File: src/hdl/imgrot_pkg.sv
// ----------------------------------------------------------------------------
// imgrot_pkg
// Shared types, codes and defaults for the quarter-turn frame rotator.
// ----------------------------------------------------------------------------
package imgrot_pkg;

    // Default frame store size
    localparam int unsigned MAX_WIDTH_DEF  = 128;
    localparam int unsigned MAX_HEIGHT_DEF = 128;

    // Depth of the command queue between front and back
    localparam int unsigned QUEUE_DEPTH = 4;

    // Fixed field widths
    localparam int unsigned DIM_W    = 8;
    localparam int unsigned CHAN_W   = 8;
    localparam int unsigned PIXEL_W  = 3 * CHAN_W;
    localparam int unsigned COORD_W  = 7;
    localparam int unsigned CFG_IDX_W = 2;
    localparam int unsigned OUT_DATA_W = 40;

    // Command codes carried on s_tuser
    localparam logic CMD_STORE = 1'b0;
    localparam logic CMD_READ  = 1'b1;

    // Configuration register indexes
    localparam logic [CFG_IDX_W-1:0] CFG_FRAME_WIDTH   = 2'd0;
    localparam logic [CFG_IDX_W-1:0] CFG_FRAME_HEIGHT  = 2'd1;
    localparam logic [CFG_IDX_W-1:0] CFG_ROTATION_MODE = 2'd2;

    // Rotation modes
    typedef enum logic [1:0] {
        ROT_90   = 2'd0,
        ROT_180  = 2'd1,
        ROT_270  = 2'd2,
        ROT_NONE = 2'd3
    } rot_mode_t;

    // Register reset values
    localparam logic [DIM_W-1:0] FRAME_WIDTH_RST  = 8'd128;
    localparam logic [DIM_W-1:0] FRAME_HEIGHT_RST = 8'd128;

    // Queue entry, less the memory address
    typedef struct packed {
        logic               kind;
        logic [PIXEL_W-1:0] pixel;
        logic [COORD_W-1:0] col;
        logic [COORD_W-1:0] row;
        logic               last;
    } entry_info_t;

endpackage

File: src/hdl/imgrot_fifo.sv
// ----------------------------------------------------------------------------
// imgrot_fifo
// Small command queue between the front and back parts of the rotator.
// ----------------------------------------------------------------------------
module imgrot_fifo #(
    parameter int unsigned WIDTH = 1,
    parameter int unsigned DEPTH = imgrot_pkg::QUEUE_DEPTH
) (
    input  logic             aclk,
    input  logic             aresetn,
    input  logic             push,
    input  logic [WIDTH-1:0] push_data,
    output logic             full,
    input  logic             pop,
    output logic [WIDTH-1:0] pop_data,
    output logic             empty
);

    localparam int unsigned PW = (DEPTH > 1) ? $clog2(DEPTH) : 1;
    localparam int unsigned NW = $clog2(DEPTH + 1);

    logic [WIDTH-1:0] slots [DEPTH];
    logic [PW-1:0]    wr_ptr_reg, wr_ptr_next;
    logic [PW-1:0]    rd_ptr_reg, rd_ptr_next;
    logic [NW-1:0]    count_reg, count_next;

    assign full     = (count_reg == NW'(DEPTH));
    assign empty    = (count_reg == '0);
    assign pop_data = slots[rd_ptr_reg];

    // Advance pointers with wrap at the depth
    always_comb begin
        wr_ptr_next = (wr_ptr_reg == PW'(DEPTH - 1)) ? '0 : wr_ptr_reg + PW'(1);
        rd_ptr_next = (rd_ptr_reg == PW'(DEPTH - 1)) ? '0 : rd_ptr_reg + PW'(1);
        count_next  = count_reg;
        if (push && !pop) begin
            count_next = count_reg + NW'(1);
        end else if (pop && !push) begin
            count_next = count_reg - NW'(1);
        end
    end

    always_ff @(posedge aclk) begin
        if (!aresetn) begin
            wr_ptr_reg <= '0;
            rd_ptr_reg <= '0;
            count_reg  <= '0;
        end else begin
            count_reg <= count_next;
            if (push) begin
                wr_ptr_reg <= wr_ptr_next;
            end
            if (pop) begin
                rd_ptr_reg <= rd_ptr_next;
            end
        end
    end

    // Entry storage
    always_ff @(posedge aclk) begin
        if (push) begin
            slots[wr_ptr_reg] <= push_data;
        end
    end

    // Never take from an empty queue or add to a full one
    a_no_pop_empty: assert property (@(posedge aclk) disable iff (!aresetn)
        !(pop && empty))
        else $error("queue popped while empty");

    a_no_push_full: assert property (@(posedge aclk) disable iff (!aresetn)
        !(push && full))
        else $error("queue pushed while full");

endmodule

File: config.mk
export PLATFORM = sky130hd
export DESIGN_NAME = imgrot_fifo
export DESIGN_NICKNAME = d
export VERILOG_FILES = /design/src/hdl/imgrot_pkg.sv /design/src/hdl/imgrot_fifo.sv
export SDC_FILE = /design/constraint.sdc
export NUM_CORES = 1
export LEC_CHECK = 0
export BUFFER_PORTS_ARGS = -buffer_cell sky130_fd_sc_hd__buf_2
export CAP_MARGIN = 20
export CORE_MARGIN = 2
export CORE_UTILIZATION = 40
export CTS_CLUSTER_SIZE = 8
export DETAILED_ROUTE_END_ITERATION = 10
export HOLD_SLACK_MARGIN = 0.08
export MAX_ROUTING_LAYER = met4
export SLEW_MARGIN = 20
export SYNTH_ARGS = -nofsm -noshare
export SYNTH_HDL_FRONTEND = slang
export SYNTH_SLANG_ARGS = --single-unit
File: constraint.sdc
create_clock -name aclk -period 2.6 [get_ports aclk]
set_input_delay 0.26 -clock aclk [delete_from_list [all_inputs] [get_ports aclk]]
set_output_delay 0.26 -clock aclk [all_outputs]
set_load 0.03 [all_outputs]
==> results of run 1 <==
[cell usage after synthesis, drive strengths merged]
| cell | instances | area, um^2 |
|---|---|---|
| edfxtp | 4 | 120 |
| ha | 6 | 75.1 |
| nor2b | 5 | 31.3 |
| or3 | 1 | 6.26 |
| nor3b | 2 | 15.0 |
| nor2 | 1 | 3.75 |
| xor2 | 1 | 8.76 |
| inv | 4 | 15.0 |
| xnor2 | 1 | 8.76 |
| nor3 | 1 | 5.00 |
| mux4 | 1 | 22.5 |
| o21ai | 1 | 5.00 |
| dfxtp | 9 | 180 |
| a21boi | 1 | 7.51 |
| mux2i | 4 | 40.0 |
| a21oi | 1 | 5.00 |
| and2 | 5 | 31.3 |
| fa | 1 | 20.0 |
[worst reg2reg max path, stage by stage (launching register included)]
cell	delay, ns
dfxtp_1	0.36
fa_1	0.44
xor2_1	0.15
or3_1	0.31
a21boi_1	0.14
[worst paths after layout]
path	from	to	slack (ns)	cells after the start
worst max-delay path	flop	pop_data	1.04	2
worst min-delay path	push_data	slots[1]	0.20	1
worst max register to register	count_reg[0]	count_reg[2]	1.13	4
worst min register to register	count_reg[2]	count_reg[2]	0.50	2
[power by group]
| part | switching [mW] | leakage [nW] | internal (mW) |
|---|---|---|---|
| combinational | 0.0517 | 0.171 | 0.0425 |
| clock | 0.0668 | 0.0150 | 0.0596 |
| sequential | 0.0159 | 0.111 | 0.228 |
| total | 0.134 | 0.297 | 0.330 |
[kinds of logic after synthesis]
group	Yosys count	share of synthesized area, %
flops	13	50.0
simple gates	15	15.4
xor+xnor	2	2.92
compound gates	3	2.92
fa+ha+maj	7	15.8
mux	5	10.4
buf+inv	4	2.50
[area by class of cell]
cell class	count	area share [%]
Sequential cell	13	44.1
Multi-Input combinational cell	32	41.9
Timing Repair Buffer	7	5.15
Clock buffer	4	3.86
Tap cell	15	2.76
Inverter	4	2.21
[metal layers]
metal | vias to the layer above | track usage [%] | share of wire, %
met3 | 5 | 6.38 | 5.5
met4 | 0 | 7.50 | 3.3
met1 | 164 | 10.9 | 42
li1 | 186 | - | -
met2 | 7 | 18.2 | 49
met5 | - | - | 0
[cell usage in the layout (no fill, tap or decap)]
cell type / synthesis / layout
a21oi_1: 1 / 1
inv_1: 4 / 4
mux4_2: 1 / 1
dfxtp_1: 9 / 9
clkbuf_4: 0 / 3
buf_2: 0 / 7
fa_1: 1 / 1
o21ai_0: 1 / 1
clkbuf_1: 0 / 1
nor2b_1: 5 / 5
mux2i_1: 4 / 4
nor3_1: 1 / 1
nor2_1: 1 / 1
and2_1: 5 / 5
a21boi_1: 1 / 1
edfxtp_1: 4 / 4
xor2_1: 1 / 1
ha_1: 6 / 6
xnor2_1: 1 / 1
nor3b_1: 2 / 2
or3_1: 1 / 1
==> reports/results.txt, run 1 <==
Final worst slack: 1.04 ns
Critical path's slowest cell: mux4_2
# setup viols final: 0
Setup TNS: 0 ns
Wire length per cell: 11.2 um
PnR Total Power: 0.464 mW
CTS clk-pin slew, worst paths: 0.08 ns
Gpl congestion: 0.660
Dpl ws: 0.853 ns
IO Pins: 8
Core Box Area: 0.00135 mm^2
Clock Skew: 0.00105 ns
First-pass GRT wire length: 1400 um
Register area share after synthesis: 50.0%
Max Fclk: 0.642 GHz
1st-pass router iterations: 2
Final instance area: 681 um^2
Post-synthesis average cell area: 12.3 um^2
Root buffer cell: clkbuf_4
PD cells: 682 mW/mm^2
Crit-path max FO: 1
Setup crit start kind: flop
Antenna violations before repair: 0
Initial Util: 44.5%
Critical path required time: 2.34 ns
Gr usage total: 11.6%
Die Height: 42.8 um
Max incr delay on CP: 0.48 ns
Crit path DAT: 1.30 ns
Post-detail-place hpwl: 654 um
Register area: 300 um^2
Hold Vio Cnt, Final: 0
DRT antenna net count: 0
Die ar.: 0.00183 mm^2
Top cell family by delay on the critical path: multiplexers
WS Path Type: reg2out
Critical path buffers and inverters: 1
Max Root-Sink Buffers: 2
DR vias: 362
Post-CTS Resized: 0
Routed wire length: 837 um
TritonCTS Buffers: 3
DP Area: 654 um^2
Maxcap violations: 0
Crit-path cells: mux4_2 -> buf_2
Relative slew slack: 89.2%
Syn_nets: 61
Final core utilization: 50.4%
Antenna diodes: 0
Multi-input gate area: 285 um^2
Number of fill cells: 127
IO buf count: 7
Max-slew violations: 0
Post-CTS setup buffers: 0
Layout Area Growth over Synthesis: 13.3%
Rows: 13
CTS tree: built
Hold WS: 0.201 ns
Synth Instances: 49
Detailed Route Iter0 Violations: 2
Cells after DPL: 71
Worst hold path class: in2reg
DIE WIDTH: 42.8 um
Share of layout cells above drive strength 1: 18.3%
Total grt overflow: 0
CTS sink cnt: 13
Clock H-tree levels: 1
CP Capture Type: primary output
CTS Hold Buffers Added: 0
Tmin final: 1.56 ns
RSZ-0062 raised after global routing: false
Largest net degree at the start of global routing: 8
Leak pwr: 0.297 nW
Via density: 4.83
Synth unique cells: 18
Number of global-route vias before repair: 326
Finished Layout Cells: 75
Worst skew pair latency: 0.28 ns
Nets: 73
Ys Warns: 0
Period utilization: 60.0%
Number of synthesized register bits: 13
Post-route DRC: 0
Max VDD drop: 353 uV
Post-Syn Area: 601 um^2
Worst slew pin tran: 0.157 ns
Status: finished, final reports clean
No activity file was read; power rests on OpenSTA's default activity.
==> inputs of run 2 (changes only) <==
==> constraint.sdc (replaced) <==
create_clock -name aclk -period 1.4 [get_ports aclk]
set_input_delay 0.14 -clock aclk [delete_from_list [all_inputs] [get_ports aclk]]
set_output_delay 0.14 -clock aclk [all_outputs]
set_load 0.03 [all_outputs]
==> reports/results.txt, run 2 (synthesis gave the netlist of run 1 again) <==
Setup crit start kind: flop
Worst skew pair latency: 0.27 ns
Final worst slack: -0.00136 ns
Cells after DPL: 76
Critical path's slowest cell: mux4_2
Final instance area: 742 um^2
Largest net degree at the start of global routing: 8
Max VDD drop: 777 uV
Status: complete, but fails checks
Worst slew pin tran: 0.178 ns
Worst hold path class: in2reg
Rows: 13
Crit path launch: slots[0]
Gpl congestion: 0.764
Post-detail-place hpwl: 729 um
Nets: 79
Setup slack, reg-to-reg: 0.05 ns
Maxcap violations: 0
Period utilization: 100%
Die Height: 42.8 um
Clock H-tree levels: 1
Hold Path Depth: 2
Antenna diodes: 0
Number of global-route vias before repair: 410
Clock Skew: 0.00312 ns
Max Fclk: 0.714 GHz
R2R Path Start: count_reg[0]
Hold Vio Cnt, Final: 0
Dpl ws: -0.151 ns
WS Path Type: reg2out
DP Area: 697 um^2
Wire length per cell: 11.0 um
Number of fill cells: 120
Max Root-Sink Buffers: 2
Routed wire length: 892 um
DR vias: 376
Initial Util: 44.5%
Tmin final: 1.40 ns
Max incr delay on CP: 0.47 ns
IO buf count: 7
Total grt overflow: 0
DRT antenna net count: 0
Relative slew slack: 88.1%
Leak pwr: 0.326 nW
Root buffer cell: clkbuf_4
DIE WIDTH: 42.8 um
IO Pins: 8
Commonest non-fill, non-tap cell in the layout: dfxtp_1
Failing checks: negative setup slack
CTS sink cnt: 13
Layout Area Growth over Synthesis: 23.5%
Crit path DAT: 1.26 ns
Crit-path cells: mux4_2 -> buf_6
CTS tree: built
Post-route DRC: 0
Max-slew violations: 0
1st-pass router iterations: 2
Min-delay src: aresetn
Antenna violations before repair: 0
# setup viols final: 1
CP Capture Type: primary output
Final core utilization: 55.0%
First-pass GRT wire length: 1700 um
TritonCTS Buffers: 3
Worst r2r path cells: 4
Finished Layout Cells: 81
Crit-path max FO: 1
Setup TNS: -0.00136 ns
Die ar.: 0.00183 mm^2
Share of layout cells above drive strength 1: 30.3%
Detailed Route Iter0 Violations: 3
PnR Total Power: 0.885 mW
Core Box Area: 0.00135 mm^2
Hold WS: 0.158 ns
Gr usage total: 13.0%
PD cells: 1190 mW/mm^2
RSZ-0062 raised after global routing: true
Via density: 4.64
CTS clk-pin slew, worst paths: 0.08 ns
Most frequent cells in the layout: 7 x dfxtp_1, 6 x buf_2
Critical path required time: 1.26 ns
==> run 2: power breakdown <==
group          total (mW)  switching [mW]  leakage (nW)  internal [mW]
combinational       0.212           0.108         0.200          0.105
sequential          0.449          0.0247         0.112          0.424
clock               0.223           0.113        0.0150          0.110
total               0.885           0.245         0.326          0.640
==> run 2: final timing paths <==
| kind | end |
|---|---|
| setup reg to reg | count_reg[2] |
| hold reg to reg | count_reg[2] |
| setup / recovery | pop_data |
| hold / removal | count_reg[0] |
==> run 2: worst max-delay path, delay by kind of cell (launching register included) <==
kind,cells,cell delay (ns)
multiplexers,1,0.47
flip-flops,1,0.37
buffers and inverters,1,0.15
==> run 2: area by class of cell <==
type	count	area, um^2	area share, %
Sequential cell	13	303	40.8
Multi-Input combinational cell	32	290	39.1
Timing Repair Buffer	13	88.8	12.0
Clock buffer	4	26.3	3.54
Tap cell	15	18.8	2.53
Inverter	4	15.0	2.02
==> run 2: timing repair <==
action	in CTS	in global routing
pin swaps	0	1
hold buffers	0	1
setup buffers	0	0
hold endpoints to repair	0	3
endpoints found under the setup margin	1	2
gates resized for setup	2	2
==> run 2: metal layers <==
metal	vias to the layer above	wire, um	track usage [%]
li1	199	-	-
met1	171	415	14.4
met2	6	440	20.6
met3	0	35	6.38
met4	0	0	3.75
met5	-	0	-
