--- config.mk ---
export PLATFORM = sky130hd
export DESIGN_NAME = imgrot_front
export DESIGN_NICKNAME = d
export VERILOG_FILES = /design/src/hdl/imgrot_pkg.sv /design/src/hdl/imgrot_front.sv
export SDC_FILE = /design/constraint.sdc
export NUM_CORES = 1
export LEC_CHECK = 0
export ABC_AREA = 1
export BUFFER_PORTS_ARGS = -buffer_cell sky130_fd_sc_hd__buf_2
export CAP_MARGIN = 20
export CORE_UTILIZATION = 54
export DETAILED_ROUTE_END_ITERATION = 12
export PLACE_DENSITY = 0.78
export SLEW_MARGIN = 20
export SYNTH_ARGS = -nofsm -noshare
export SYNTH_HDL_FRONTEND = slang
export SYNTH_SLANG_ARGS = --single-unit
--- constraint.sdc ---
create_clock -name aclk -period 4.32 [get_ports aclk]
set_input_delay 0.864 -clock aclk [delete_from_list [all_inputs] [get_ports aclk]]
set_output_delay 0.864 -clock aclk [all_outputs]
set_load 0.05 [all_outputs]
--- src/hdl/imgrot_pkg.sv ---
// ----------------------------------------------------------------------------
// imgrot_pkg
// Shared types, codes and defaults for the quarter-turn frame rotator.
// ----------------------------------------------------------------------------
package imgrot_pkg;

    // Default frame store size
    localparam int unsigned MAX_WIDTH_DEF  = 128;
    localparam int unsigned MAX_HEIGHT_DEF = 128;

    // Depth of the command queue between front and back
    localparam int unsigned QUEUE_DEPTH = 4;

    // Fixed field widths
    localparam int unsigned DIM_W    = 8;
    localparam int unsigned CHAN_W   = 8;
    localparam int unsigned PIXEL_W  = 3 * CHAN_W;
    localparam int unsigned COORD_W  = 7;
    localparam int unsigned CFG_IDX_W = 2;
    localparam int unsigned OUT_DATA_W = 40;

    // Command codes carried on s_tuser
    localparam logic CMD_STORE = 1'b0;
    localparam logic CMD_READ  = 1'b1;

    // Configuration register indexes
    localparam logic [CFG_IDX_W-1:0] CFG_FRAME_WIDTH   = 2'd0;
    localparam logic [CFG_IDX_W-1:0] CFG_FRAME_HEIGHT  = 2'd1;
    localparam logic [CFG_IDX_W-1:0] CFG_ROTATION_MODE = 2'd2;

    // Rotation modes
    typedef enum logic [1:0] {
        ROT_90   = 2'd0,
        ROT_180  = 2'd1,
        ROT_270  = 2'd2,
        ROT_NONE = 2'd3
    } rot_mode_t;

    // Register reset values
    localparam logic [DIM_W-1:0] FRAME_WIDTH_RST  = 8'd128;
    localparam logic [DIM_W-1:0] FRAME_HEIGHT_RST = 8'd128;

    // Queue entry, less the memory address
    typedef struct packed {
        logic               kind;
        logic [PIXEL_W-1:0] pixel;
        logic [COORD_W-1:0] col;
        logic [COORD_W-1:0] row;
        logic               last;
    } entry_info_t;

endpackage

--- src/hdl/imgrot_front.sv ---
// ----------------------------------------------------------------------------
// imgrot_front
// Accepts commands, holds configuration and the store/read counters, and
// turns each command into a queue entry with its frame store address.
// ----------------------------------------------------------------------------
module imgrot_front #(
    parameter int unsigned MAX_WIDTH  = imgrot_pkg::MAX_WIDTH_DEF,
    parameter int unsigned MAX_HEIGHT = imgrot_pkg::MAX_HEIGHT_DEF,
    parameter int unsigned ENTRY_W    = 1
) (
    input  logic                                aclk,
    input  logic                                aresetn,
    // configuration write channel
    input  logic                                cfg_valid,
    output logic                                cfg_ready,
    input  logic [imgrot_pkg::CFG_IDX_W-1:0]    cfg_index,
    input  logic [imgrot_pkg::DIM_W-1:0]        cfg_data,
    // command stream
    input  logic                                s_tvalid,
    output logic                                s_tready,
    input  logic                                s_tuser,
    input  logic [imgrot_pkg::PIXEL_W-1:0]      s_tdata,
    // queue write side
    output logic                                push,
    output logic [ENTRY_W-1:0]                  push_data,
    input  logic                                full
);

    localparam int unsigned XW = $clog2(MAX_WIDTH);
    localparam int unsigned YW = $clog2(MAX_HEIGHT);
    localparam int unsigned CW = (XW > YW) ? XW : YW;
    localparam int unsigned AW = $clog2(MAX_WIDTH * MAX_HEIGHT);

    logic [imgrot_pkg::DIM_W-1:0] width_reg, width_next;
    logic [imgrot_pkg::DIM_W-1:0] height_reg, height_next;
    imgrot_pkg::rot_mode_t        mode_reg, mode_next;

    logic [XW-1:0] st_col_reg, st_col_next;
    logic [YW-1:0] st_row_reg, st_row_next;
    logic [CW-1:0] rd_col_reg, rd_col_next;
    logic [CW-1:0] rd_row_reg, rd_row_next;

    logic [XW:0]   w;
    logic [YW:0]   h;
    logic [CW:0]   wx, hx, ow, oh;
    logic [XW-1:0] sc;
    logic [YW-1:0] sr;
    logic [XW:0]   sc1;
    logic [YW:0]   sr1;
    logic [CW-1:0] rx, ry;
    logic [CW:0]   rc1, rr1;
    logic [CW:0]   sx_f, sy_f;
    logic [AW-1:0] st_addr, rd_addr;
    logic          last;
    imgrot_pkg::entry_info_t info;

    assign cfg_ready = 1'b1;
    assign s_tready  = !full;
    assign push      = s_tvalid && !full;

    // Clamp the frame size into 1..MAX
    always_comb begin
        if (width_reg == '0) begin
            w = (XW+1)'(1);
        end else if (32'(width_reg) > MAX_WIDTH) begin
            w = (XW+1)'(MAX_WIDTH);
        end else begin
            w = (XW+1)'(width_reg);
        end
        if (height_reg == '0) begin
            h = (YW+1)'(1);
        end else if (32'(height_reg) > MAX_HEIGHT) begin
            h = (YW+1)'(MAX_HEIGHT);
        end else begin
            h = (YW+1)'(height_reg);
        end
        wx = (CW+1)'(w);
        hx = (CW+1)'(h);
        if (mode_reg == imgrot_pkg::ROT_90 || mode_reg == imgrot_pkg::ROT_270) begin
            ow = hx;
            oh = wx;
        end else begin
            ow = wx;
            oh = hx;
        end
    end

    // Store side: restart out-of-range counters, form address, advance
    always_comb begin
        sc  = ({1'b0, st_col_reg} >= w) ? '0 : st_col_reg;
        sr  = ({1'b0, st_row_reg} >= h) ? '0 : st_row_reg;
        sc1 = {1'b0, sc} + (XW+1)'(1);
        sr1 = {1'b0, sr} + (YW+1)'(1);
        st_addr = AW'(sr) * AW'(MAX_WIDTH) + AW'(sc);
        if (sc1 >= w) begin
            st_col_next = '0;
            st_row_next = (sr1 >= h) ? '0 : YW'(sr1);
        end else begin
            st_col_next = XW'(sc1);
            st_row_next = sr;
        end
    end

    // Read side: map output position to source position
    always_comb begin
        rx  = ({1'b0, rd_col_reg} >= ow) ? '0 : rd_col_reg;
        ry  = ({1'b0, rd_row_reg} >= oh) ? '0 : rd_row_reg;
        rc1 = {1'b0, rx} + (CW+1)'(1);
        rr1 = {1'b0, ry} + (CW+1)'(1);
        case (mode_reg)
            imgrot_pkg::ROT_90: begin
                sx_f = {1'b0, ry};
                sy_f = hx - (CW+1)'(1) - {1'b0, rx};
            end
            imgrot_pkg::ROT_180: begin
                sx_f = wx - (CW+1)'(1) - {1'b0, rx};
                sy_f = hx - (CW+1)'(1) - {1'b0, ry};
            end
            imgrot_pkg::ROT_270: begin
                sx_f = wx - (CW+1)'(1) - {1'b0, ry};
                sy_f = {1'b0, rx};
            end
            default: begin
                sx_f = {1'b0, rx};
                sy_f = {1'b0, ry};
            end
        endcase
        rd_addr = AW'(YW'(sy_f)) * AW'(MAX_WIDTH) + AW'(XW'(sx_f));
        last    = ({1'b0, rx} == ow - (CW+1)'(1)) && ({1'b0, ry} == oh - (CW+1)'(1));
        if (rc1 >= ow) begin
            rd_col_next = '0;
            rd_row_next = (rr1 >= oh) ? '0 : CW'(rr1);
        end else begin
            rd_col_next = CW'(rc1);
            rd_row_next = ry;
        end
    end

    // Build the queue entry
    always_comb begin
        info.kind  = s_tuser;
        info.pixel = s_tdata;
        info.col   = imgrot_pkg::COORD_W'(rx);
        info.row   = imgrot_pkg::COORD_W'(ry);
        info.last  = last;
        push_data  = {info, (s_tuser == imgrot_pkg::CMD_STORE) ? st_addr : rd_addr};
    end

    // Configuration writes; unknown indexes are dropped
    always_comb begin
        width_next  = width_reg;
        height_next = height_reg;
        mode_next   = mode_reg;
        if (cfg_valid) begin
            case (cfg_index)
                imgrot_pkg::CFG_FRAME_WIDTH:   width_next  = cfg_data;
                imgrot_pkg::CFG_FRAME_HEIGHT:  height_next = cfg_data;
                imgrot_pkg::CFG_ROTATION_MODE: begin
                    mode_next = imgrot_pkg::rot_mode_t'(cfg_data[1:0]);
                end
                default: ;
            endcase
        end
    end

    // Hold configuration and counters
    always_ff @(posedge aclk) begin
        if (!aresetn) begin
            width_reg  <= imgrot_pkg::FRAME_WIDTH_RST;
            height_reg <= imgrot_pkg::FRAME_HEIGHT_RST;
            mode_reg   <= imgrot_pkg::ROT_90;
            st_col_reg <= '0;
            st_row_reg <= '0;
            rd_col_reg <= '0;
            rd_row_reg <= '0;
        end else begin
            width_reg  <= width_next;
            height_reg <= height_next;
            mode_reg   <= mode_next;
            if (push && s_tuser == imgrot_pkg::CMD_STORE) begin
                st_col_reg <= st_col_next;
                st_row_reg <= st_row_next;
            end
            if (push && s_tuser == imgrot_pkg::CMD_READ) begin
                rd_col_reg <= rd_col_next;
                rd_row_reg <= rd_row_next;
            end
        end
    end

endmodule

==> results.cfg <==
[routing]
routed_wl_mm = 11.1
drc = 0
drt_iter0_drc = 369
ant_nets = 0
viasPerCell = 5.92
avgRoutedWirePerCell_um = 16.3
vias = 4014
firstDrtPassIters = 5

[sta]
worst_clock_skew_ps = 9.97
setup-violations-final = 15
rsz0062_at_grt = yes
fin_crit_ps = 4540
totalNegativeSetupSlack_ps = -2560
worstMarginPinSlew_ps = 817
slew_violations = 0
fmax_mhz = 220
timing.slew.headroom_pct = 45.1
min_period_over_period_pct = 105
fin_ws_ps = -222
finalHoldViolCount = 0

[cells_and_area]
layout.nets = 688
diodes = 0
areaGrowthSynthToFinish_pct = 30.1
drive_gt1_share_pct = 30.9
final_util_pct = 72.4
fill_cells = 461

[critical_path]
endpoint_kind = flop
path_class = reg -> reg
cp.required_ps = 4540
crit_arrival_ps = 4760
reg2regPathDepth = 25
crit_fanout = 4
cp_slowest_stage_delay_ps = 550
crit_top_cell = nand4_1
critPathLaunchType = flop
cpMaxStageDelayCell = or4_4

[power]
ir_drop_mv = 0.233
power.leakage_nw = 2.08
combinationalPowerShare_pct = 27.3
swShare_pct = 31.8
power_density_nw_per_um2 = 227
p_total_mw = 1.05
p_int_mw = 0.713
switchingPower_mw = 0.332
p_clk_share_pct = 36.1
p_seq_share_pct = 36.7

[flow_run]
cap_violations = 0

[die]
die-area_um2 = 6870
core-area_um2 = 6350
die_h_um = 82.9
fp.dieW_um = 82.9
rows = 29
start_util_pct = 55.6
io_pins = 44

[logic_synthesis]
async_reset_ff_share_pct = 0
synth_edf_count = 0
ys_seq_elements = 39
yosysSeqAreaShare_pct = 22.1
synth_flop_cell = dfxtp_1
synth_warnings = 0
yosysTopAreaCell = dfxtp_1
synth_top_area_share_pct = 22.1
avgSynthCellArea_um2 = 6.62
synth.area.top_cells = dfxtp_1, ha_1, nand2_1, inv_1, nor2_1
synth_nets = 622
synthDistinctLibCells = 43
synth_cells = 534
synthesis.area_um2 = 3530

[clock_network]
cts_buffers = 5
cts.path.max_buffers = 2
tritoncts = done
cts_root_buffer = clkbuf_8
path_clk_slew_ps = 90
h-tree-depth = 2
clkLatencyLatePin_ps = 310
clock_sinks = 39

[min_path]
hold_depth = 2
hold_class = reg -> reg

[global_routing]
antenna_found_initial = 0
grt_pass1_wl_mm = 16.1
grt_pass1_vias = 3724
grt_usage_pct = 28.4
grt_start_max_net_pins = 24
overflow = 0

[place]
gp_congestion = 0.890
place_hpwl_mm = 6.99
numPortBuffers = 18

[run_status]
status = finished, violations left
violations = setup timing
==> logic make-up (layout without fill, tap and decap cells) <==
logic type | count (synthesis) | count (layout) | share of synthesized area (%)
simple gates | 238 | 238 | 31.8
fa+ha+maj | 48 | 48 | 17.0
compound gates | 102 | 102 | 16.6
other cells | 1 | 1 | 0.106
buf+inv | 101 | 168 | 10.9
xor+xnor | 5 | 5 | 1.45
flops | 39 | 39 | 22.1
==> routing by layer <==
metal  routed length (um)  up-vias  track usage [%]
li1                     -     1899                -
met1                 4180     1822             32.6
met2                 5510      216             52.5
met3                  778       77             4.08
met4                  585        0             11.1
met5                    0        -                0
==> power by group through the flow <==
stage	Combinational, mW	Clock, mW	Sequential (mW)
final	0.285	0.377	0.383
after global routing	0.308	0.397	0.384
after CTS	0.245	0.380	0.382
after detailed placement	0.219	0	0.389
after global placement	0.210	0	0.389
after floorplan	0.150	0	0.387
==> cell usage after synthesis (2+ instances only) <==
cell        n
nand3_2     2
nor4_1      2
o21ai_2     3
nor2_4      2
xnor2_1     2
a21oi_1    41
o21a_1      2
clkinv_1    3
a21oi_2     2
inv_2       9
nor2_1     60
buf_4       2
and2_1      3
nand2_2     5
dfxtp_1    39
nor2_2      7
a22oi_1     5
clkbuf_1    5
nand3_1    21
xor2_1      2
ha_1       48
inv_1      82
nor3_1      5
o211ai_1    3
o21bai_1    4
nor3_2      3
nand2_1   100
o21ai_0    35
nand3_4     2
nand4_1    22
==> cell type report <==
class / count / area, um2 / share of cell area, %
Multi-Input combinational cell: 394 / 2730 / 59.4
Sequential cell: 39 / 783 / 17.0
Timing Repair Buffer: 66 / 495 / 10.8
Inverter: 94 / 353 / 7.68
Tap cell: 77 / 96.3 / 2.10
Clock buffer: 5 / 68.8 / 1.50
Clock inverter: 3 / 67.6 / 1.47
==> through the flow <==
| stage | hold slack, ps | std cells | area [um2] | setup slack [ps] |
|---|---|---|---|---|
| 3_5_place_dp | 472 | 654 | 3930 | -338 |
| 5_1_grt | 524 | 678 | 4600 | -383 |
| 6_report | 500 | 678 | 4600 | -222 |
| 2_1_floorplan | 439 | 534 | 3530 | 117 |
| 3_3_place_gp | 460 | 654 | 3930 | -140 |
| 4_1_cts | 496 | 666 | 4210 | -242 |
==> what timing repair did <==
item,in CTS,in global routing
hold buffers,0,0
endpoints found under the hold margin,0,0
resized for setup,31,75
setup buffers,4,12
pin swaps,7,55
setup endpoints to repair,15,21
==> critical path, delay by kind of cell, from the launching register on <==
family,cells,cell delay [ps]
and+or+nand+nor,15,2320
AOI/OAI and AO/OA,5,960
adders and majority gates,2,540
DFF,1,330
buffers and inverters,3,320
==> worst paths after layout <==
kind	startpoint	end	slack, ps
worst max-delay path	height_reg[6]$_SDFFE_PN0P_	rd_row_reg[1]$_SDFFE_PN0P_	-220
worst min-delay path	height_reg[0]$_SDFFE_PN0P_	height_reg[0]$_SDFFE_PN0P_	500
worst min register to register	height_reg[0]$_SDFFE_PN0P_	height_reg[0]$_SDFFE_PN0P_	500
worst max register to register	height_reg[6]$_SDFFE_PN0P_	rd_row_reg[1]$_SDFFE_PN0P_	-220
==> cell usage in the layout, fill, tap and decap left out, types with 2 or more instances in the layout <==
cell        n
dfxtp_1    37
and2_1      2
inv_2      15
nand3_1    13
nand4_1    22
nand3_4     2
o21a_1      2
o21ai_0    29
dfxtp_2     2
nor2_2     12
nor2_1     45
clkinv_1    3
buf_4      40
buf_6       8
inv_1      76
ha_4        6
o21bai_1    3
nand2_4     5
buf_2      17
clkbuf_8    5
nor3_2      2
nand3_2    10
nor2_4     12
nand2_1    87
a22oi_1     5
xnor2_2     2
ha_1       41
a21oi_1    32
nand2_2    14
nor3_1      5
o211ai_1    3
xor2_1      2
o21ai_2     7
o21ai_1     3
a21oi_2    11
bufinv_16   2
No activity file was read; power rests on OpenSTA's default activity.
